--- src/sv/pgf_pkg.sv ---
`default_nettype none

package pgf_pkg;

  // Line store depth: the widest row the block can hold
  localparam int MAX_WIDTH = 1024;
  localparam int ADDR_W    = $clog2(MAX_WIDTH);
  localparam int COL_W     = $clog2(MAX_WIDTH + 1);

  localparam int PIX_W     = 8;
  localparam int FW_W      = 11;
  localparam int FH_W      = 12;
  localparam int ROW_W     = FH_W;
  localparam int OROW_W    = FH_W + 1;
  localparam int CFG_W     = FH_W;
  localparam int CFG_IDX_W = 2;

  // Register indexes
  localparam logic [CFG_IDX_W-1:0] REG_FRAME_WIDTH  = 2'd0;
  localparam logic [CFG_IDX_W-1:0] REG_FRAME_HEIGHT = 2'd1;

  localparam int MIN_DIM      = 3;
  localparam int MAX_HEIGHT   = 4095;
  localparam int WIDTH_RESET  = 640;
  localparam int HEIGHT_RESET = 480;

  localparam int FIFO_DEPTH = 3;
  localparam int FIFO_PTR_W = $clog2(FIFO_DEPTH);
  localparam int FIFO_CNT_W = $clog2(FIFO_DEPTH + 1);

  typedef logic [PIX_W-1:0] pix_t;

  // 3x3 window, index row*3 + col, row 0 top, col 0 left
  typedef logic [8:0][PIX_W-1:0] win_t;

  // Per-item control decided when the pixel is taken in
  typedef struct packed {
    logic access;
    logic emit;
    logic border;
    logic frame_done;
  } ctrl_t;

  typedef struct packed {
    pix_t gradient;
    logic frame_end;
  } result_t;

  // L1 Prewitt magnitude, saturated to the pixel range
  function automatic pix_t gradient3x3(input win_t w);
    logic [PIX_W+1:0] top;
    logic [PIX_W+1:0] bot;
    logic [PIX_W+1:0] lft;
    logic [PIX_W+1:0] rgt;
    logic [PIX_W+1:0] gy;
    logic [PIX_W+1:0] gx;
    logic [PIX_W+2:0] m;
    top = {2'b00, w[0]} + {2'b00, w[1]} + {2'b00, w[2]};
    bot = {2'b00, w[6]} + {2'b00, w[7]} + {2'b00, w[8]};
    lft = {2'b00, w[0]} + {2'b00, w[3]} + {2'b00, w[6]};
    rgt = {2'b00, w[2]} + {2'b00, w[5]} + {2'b00, w[8]};
    gy  = (bot >= top) ? (bot - top) : (top - bot);
    gx  = (lft >= rgt) ? (lft - rgt) : (rgt - lft);
    m   = {1'b0, gy} + {1'b0, gx};
    return (m > (PIX_W+3)'(255)) ? {PIX_W{1'b1}} : m[PIX_W-1:0];
  endfunction

endpackage

`default_nettype wire

--- src/sv/pgf_out_fifo.sv ---
`default_nettype none

module pgf_out_fifo (
  input  wire logic                         clk,
  input  wire logic                         rst_n,
  input  wire logic                         push,
  input  wire pgf_pkg::result_t             push_data,
  output logic                              out_valid,
  input  wire logic                         out_ready,
  output pgf_pkg::result_t                  out_data,
  output logic [pgf_pkg::FIFO_CNT_W-1:0]    count
);
  import pgf_pkg::*;

  result_t                 slot_r [FIFO_DEPTH];
  logic [FIFO_PTR_W-1:0]   wr_ptr_r;
  logic [FIFO_PTR_W-1:0]   rd_ptr_r;
  logic [FIFO_CNT_W-1:0]   cnt_r;
  logic                    pop;

  assign out_valid = (cnt_r != '0);
  assign out_data  = slot_r[rd_ptr_r];
  assign count     = cnt_r;
  assign pop       = out_valid && out_ready;

  // Store a result on push
  always_ff @(posedge clk) begin
    if (push) begin
      slot_r[wr_ptr_r] <= push_data;
    end
  end

  // Advance pointers and occupancy
  always_ff @(posedge clk) begin
    if (!rst_n) begin
      wr_ptr_r <= '0;
      rd_ptr_r <= '0;
      cnt_r    <= '0;
    end else begin
      if (push) begin
        wr_ptr_r <= (wr_ptr_r == FIFO_PTR_W'(FIFO_DEPTH - 1)) ? '0 :
                    wr_ptr_r + FIFO_PTR_W'(1);
      end
      if (pop) begin
        rd_ptr_r <= (rd_ptr_r == FIFO_PTR_W'(FIFO_DEPTH - 1)) ? '0 :
                    rd_ptr_r + FIFO_PTR_W'(1);
      end
      if (push && !pop) begin
        cnt_r <= cnt_r + FIFO_CNT_W'(1);
      end else if (pop && !push) begin
        cnt_r <= cnt_r - FIFO_CNT_W'(1);
      end
    end
  end

endmodule

`default_nettype wire

--- config.mk ---
export PLATFORM = sky130hd
export DESIGN_NAME = pgf_out_fifo
export DESIGN_NICKNAME = d
export VERILOG_FILES = /design/src/sv/pgf_pkg.sv /design/src/sv/pgf_out_fifo.sv
export SDC_FILE = /design/constraint.sdc
export NUM_CORES = 1
export LEC_CHECK = 0
export CORE_MARGIN = 3
export CORE_UTILIZATION = 30
export CTS_CLUSTER_DIAMETER = 80
export CTS_CLUSTER_SIZE = 25
export DETAILED_ROUTE_END_ITERATION = 10
export DONT_BUFFER_PORTS = 1
export PLACE_DENSITY = 0.55
export SLEW_MARGIN = 0
export SYNTH_ARGS = -nofsm -noshare
export SYNTH_HDL_FRONTEND = slang
export SYNTH_SLANG_ARGS = --single-unit
--- constraint.sdc ---
create_clock -name clk -period 2.9 [get_ports clk]
set_input_delay 0.145 -clock clk [delete_from_list [all_inputs] [get_ports clk]]
set_output_delay 0.145 -clock clk [all_outputs]
set_load 0.02 [all_outputs]
# After elaboration in Yosys (flattened, before gate mapping)
# Memory sizes are Yosys's and may differ from the RTL's. A register that Yosys moved wholly into a read port is not among the register bits.
# Index checks and enable logic that the tools add are counted.
# word_totals
regBits	6
ram_bits	27
input_bits	13
memories	1
# mem_list
memory	depth	width	rd	rd_clocked_by_memory_dff	wr	line	source
slot_r	3	9	1	1	1	pgf_out_fifo.sv:15	result_t slot_r [FIFO_DEPTH];
# op_classes
add_sub_neg	4
n_eq_ne	2
muxes	8
reduce_logical	7
# ops
cell	count
2-bit two-way mux	6
2-bit by 1-bit adder with 2-bit output (second input constant)	3
2-bit equality test (second input constant)	2
2-bit nonzero test	2
1-bit logical AND	3
1-bit logical NOT	2
1-bit two-way mux	2
2-bit by 1-bit subtractor with 2-bit output (second input constant)	1

# Logic depth before layout (Yosys ltp)
# logic_depth
depth_word	5
ltp_mapped	5
ltp_nobuf	5

# Worst setup path after synthesis
# OpenSTA, ideal clock, no wires.
# synth_timing
path_kind	reg2reg
startpoint	register wr_ptr_r[1]
endpoint	memory slot_r[0][0] in the netlist's numbering, enable pin
setup_time_ns	0.391
arrival_ns	1.125
required_time_ns	2.509
path_slack_ns	1.384
stages_incl_launch_ff	2
path_cell_list	dfxtp_1 > nor3b_1
# synth_rtl
element	line	source
start: declaration	pgf_out_fifo.sv:16	logic [FIFO_PTR_W-1:0] wr_ptr_r;
start signal: assignment	pgf_out_fifo.sv:41	wr_ptr_r <= (wr_ptr_r == FIFO_PTR_W'(FIFO_DEPTH - 1)) ? '0 :
end: declaration	pgf_out_fifo.sv:15	
# No word-level cell before the write port.

==> metrics.yaml <==
run_status:
  status: "complete, no violations"
critical_path:
  cpPeakStageDelay_ns: 0.68
  slowest_stage: "dfxtp_1"
  path_delay_family: "flip-flops"
  path_cells: "mux2i_1 -> o21ai_1"
  setup.worst_path.class: "reg -> out"
  crit_buf_inv: 0
  cp-end-kind: "output pin"
  r2r-start: "count[0]"
  cp.arrival_ns: 1.52
  startpoint_type: "flop"
  crit_fanout: 9
  required_ns: 2.76
synth:
  synth_cell_types: 21
  syn-num-nets: 103
  synth-warning-count: 0
  syn_area_per_cell_um2: 14.73
  syn_inst: 89
  ys_ff_latch: 35
  yosysSeqAreaShare: 0.7405
  synth_area_um2: 1311
clock_network:
  clk-insertion-delay-late_ns: 0.27
  htree_num_levels: 2
  clk_pin_slew_ns: 0.06
  cts_buffers: 5
  cts_tree: "built"
  cts_sinks: 35
  ctsRootBufferMaster: "clkbuf_8"
  postCtsSetupBuffers: 0
  post_cts_resized: 0
  clk_path_buf_depth: 2
grt:
  antenna_found_initial: 0
  use_met3: 0.04432
  met2_usage: 0.1375
  busiest_layer: "met2"
  grt_usage: 0.09240
  grtUsageMet1: 0.1098
  first_global_vias: 736
  grt_max_degree: 19
  grt_pass1_wl_um: 3539
  overflow: 0
timing:
  period_share: 0.5736
  fin_tns_setup_ns: 0
  fin_crit_ns: 1.663
  slew_viol_final: 0
  skew_ns: 0.002732
  tightestPinTransition_ns: 0.8977
  slew-limit-headroom: 0.3993
  hold_viol_final: 0
  max_freq_mhz: 601.2
  rsz0062_at_grt: "false"
  layout_setup_ws_ns: 1.237
  setup_viol: 0
floorplan:
  start_util: 0.3186
  die_w_um: 72.11
  rows: 23
  io_pins: 25
  core_um2: 4115
  die_area_um2: 5200
  die_h_um: 72.11
finish:
  antenna_cells: 0
  syn2layout_area_growth_pct: 19.56
  drive_above_1_share: 0.08571
  final_area_um2: 1568
  utilization: 0.3810
  nets: 118
drt:
  dr.pass1.iters: 4
  wl_um: 2150
  dr_total_vias: 703
  ant_nets: 0
  drtIter0Drc: 55
  drc: 0
  wl_per_cell_um: 13.87
  via_per_inst: 4.535
pwr:
  power_leakage_nw: 0.5121
  powerDensity_nw_per_um2: 804.4
  pwr-share-seq: 0.526
  p_int_w: 0.0008953
  pwr-share-clk: 0.294
  power_w: 0.001261
  p_comb_frac: 0.180
  p_switching_w: 0.0003658
  vdd_drop_max_mv: 0.3511
  switching_share: 0.2900
placed_design:
  preCtsSetupSlack_ns: 1.287
  place.gp.congestion: 0.6827
  port_buffers: 0
  placed_cell_area_um2: 1368
run:
  maxCapViolCount: 0
hold_path:
  hold_class: "in -> reg"
  hp-start: "rst_n"
-- worst reg2reg max path, stage by stage, from the launching register on --
cell      delay, ns
dfxtp_1        0.54
o21ai_2        0.15
ha_1           0.34
or3_1          0.38
a21boi_1       0.13
-- kinds of logic (layout without fill, tap and decap cells) --
family	Yosys count	count (layout)	synth area share
flops	35	35	0.7405
simple gates	23	23	0.08398
compound gates	16	16	0.07346
mux	9	9	0.06871
buf+inv	3	19	0.01049
xor+xnor	2	2	0.01336
fa+ha+maj	1	1	0.009540
-- metrics by stage --
step	hold slack [ns]	cells
after CTS	0.01194	155
after global placement	0.2440	137
final	0.02262	155
after global routing	0.01340	155
after floorplan	0.2439	89
after detailed placement	0.2440	137
-- layout make-up --
class	instances	area [um2]
well taps	50	62.56
repair buffers	11	107.6
clock buffers	8	100.1
multi-input cells	51	326.6
flip-flops and latches	35	970.9
fillers	392	2547
-- cell usage in the layout (no fill, tap or decap), drive strengths merged --
cell type and n:
edfxtp 27, mux2i 9, dfxtp 8, nor2b 2
nand2 13, clkbuf 8, buf 1, xor2 1
a21boi 3, nor3b 1, and2 1, or3 2
o21a 2, xnor2 1, nor2 2, o21ai 11
or2 1, dlygate4sd3 10, or3b 1, ha 1
-- routing by layer --
layer | part of all wire | vias to the layer above
li1 | - | 351
met1 | 0.44 | 325
met2 | 0.45 | 25
met3 | 0.10 | 2
met4 | 0.0084 | 0
met5 | 0 | -
-- synth_stat cells --
| library cell | number | area, um2 |
|---|---|---|
| edfxtp_1 | 27 | 810.8 |
| nand2_1 | 13 | 48.80 |
| mux2i_1 | 9 | 90.09 |
| o21ai_1 | 9 | 45.04 |
| dfxtp_1 | 8 | 160.2 |
| a21boi_1 | 3 | 22.52 |
| buf_2 | 2 | 10.01 |
| nor2_1 | 2 | 7.510 |
| nor2b_1 | 2 | 12.51 |
| o21a_1 | 2 | 15.01 |
| or3_1 | 2 | 12.51 |
| and2_1 | 1 | 6.260 |
| clkbuf_1 | 1 | 3.750 |
| ha_1 | 1 | 12.51 |
| nor3b_1 | 1 | 7.510 |
| o21ai_0 | 1 | 5.000 |
| o21ai_2 | 1 | 8.760 |
| or2_1 | 1 | 6.260 |
| or3b_1 | 1 | 8.760 |
| xnor2_1 | 1 | 8.760 |
| xor2_1 | 1 | 8.760 |
-- state kept, by name (all words and copies together) (netlist names), named ones only --
signal    flops
slot_r       27
count         2
rd_ptr_r      2
wr_ptr_r      2
-- power by group through the flow --
| stage | combinational (W) | clock [W] | sequential [W] |
|---|---|---|---|
| after floorplan | 0.000215 | 0 | 0.000639 |
| after global placement | 0.000212 | 0 | 0.000674 |
| after detailed placement | 0.000216 | 0 | 0.000676 |
| after CTS | 0.000233 | 0.000381 | 0.000666 |
| after global routing | 0.000255 | 0.000404 | 0.000674 |
| final | 0.000227 | 0.000371 | 0.000663 |
-- final timing paths --
kind / end / slack (ns) / cells past startpoint
max reg2reg: count[1] / 1.30 / 4
max: out_data[7] / 1.24 / 2
min: count[1] / 0.02 / 1
min reg2reg: rd_ptr_r[1] / 0.49 / 2
-- repair_timing --
action                     in CTS  in global routing
hold endpoints to repair       30                  0
setup endpoints to repair       0                  0
hold buffers                   10                  0
Power figures use the tool's default switching activity.
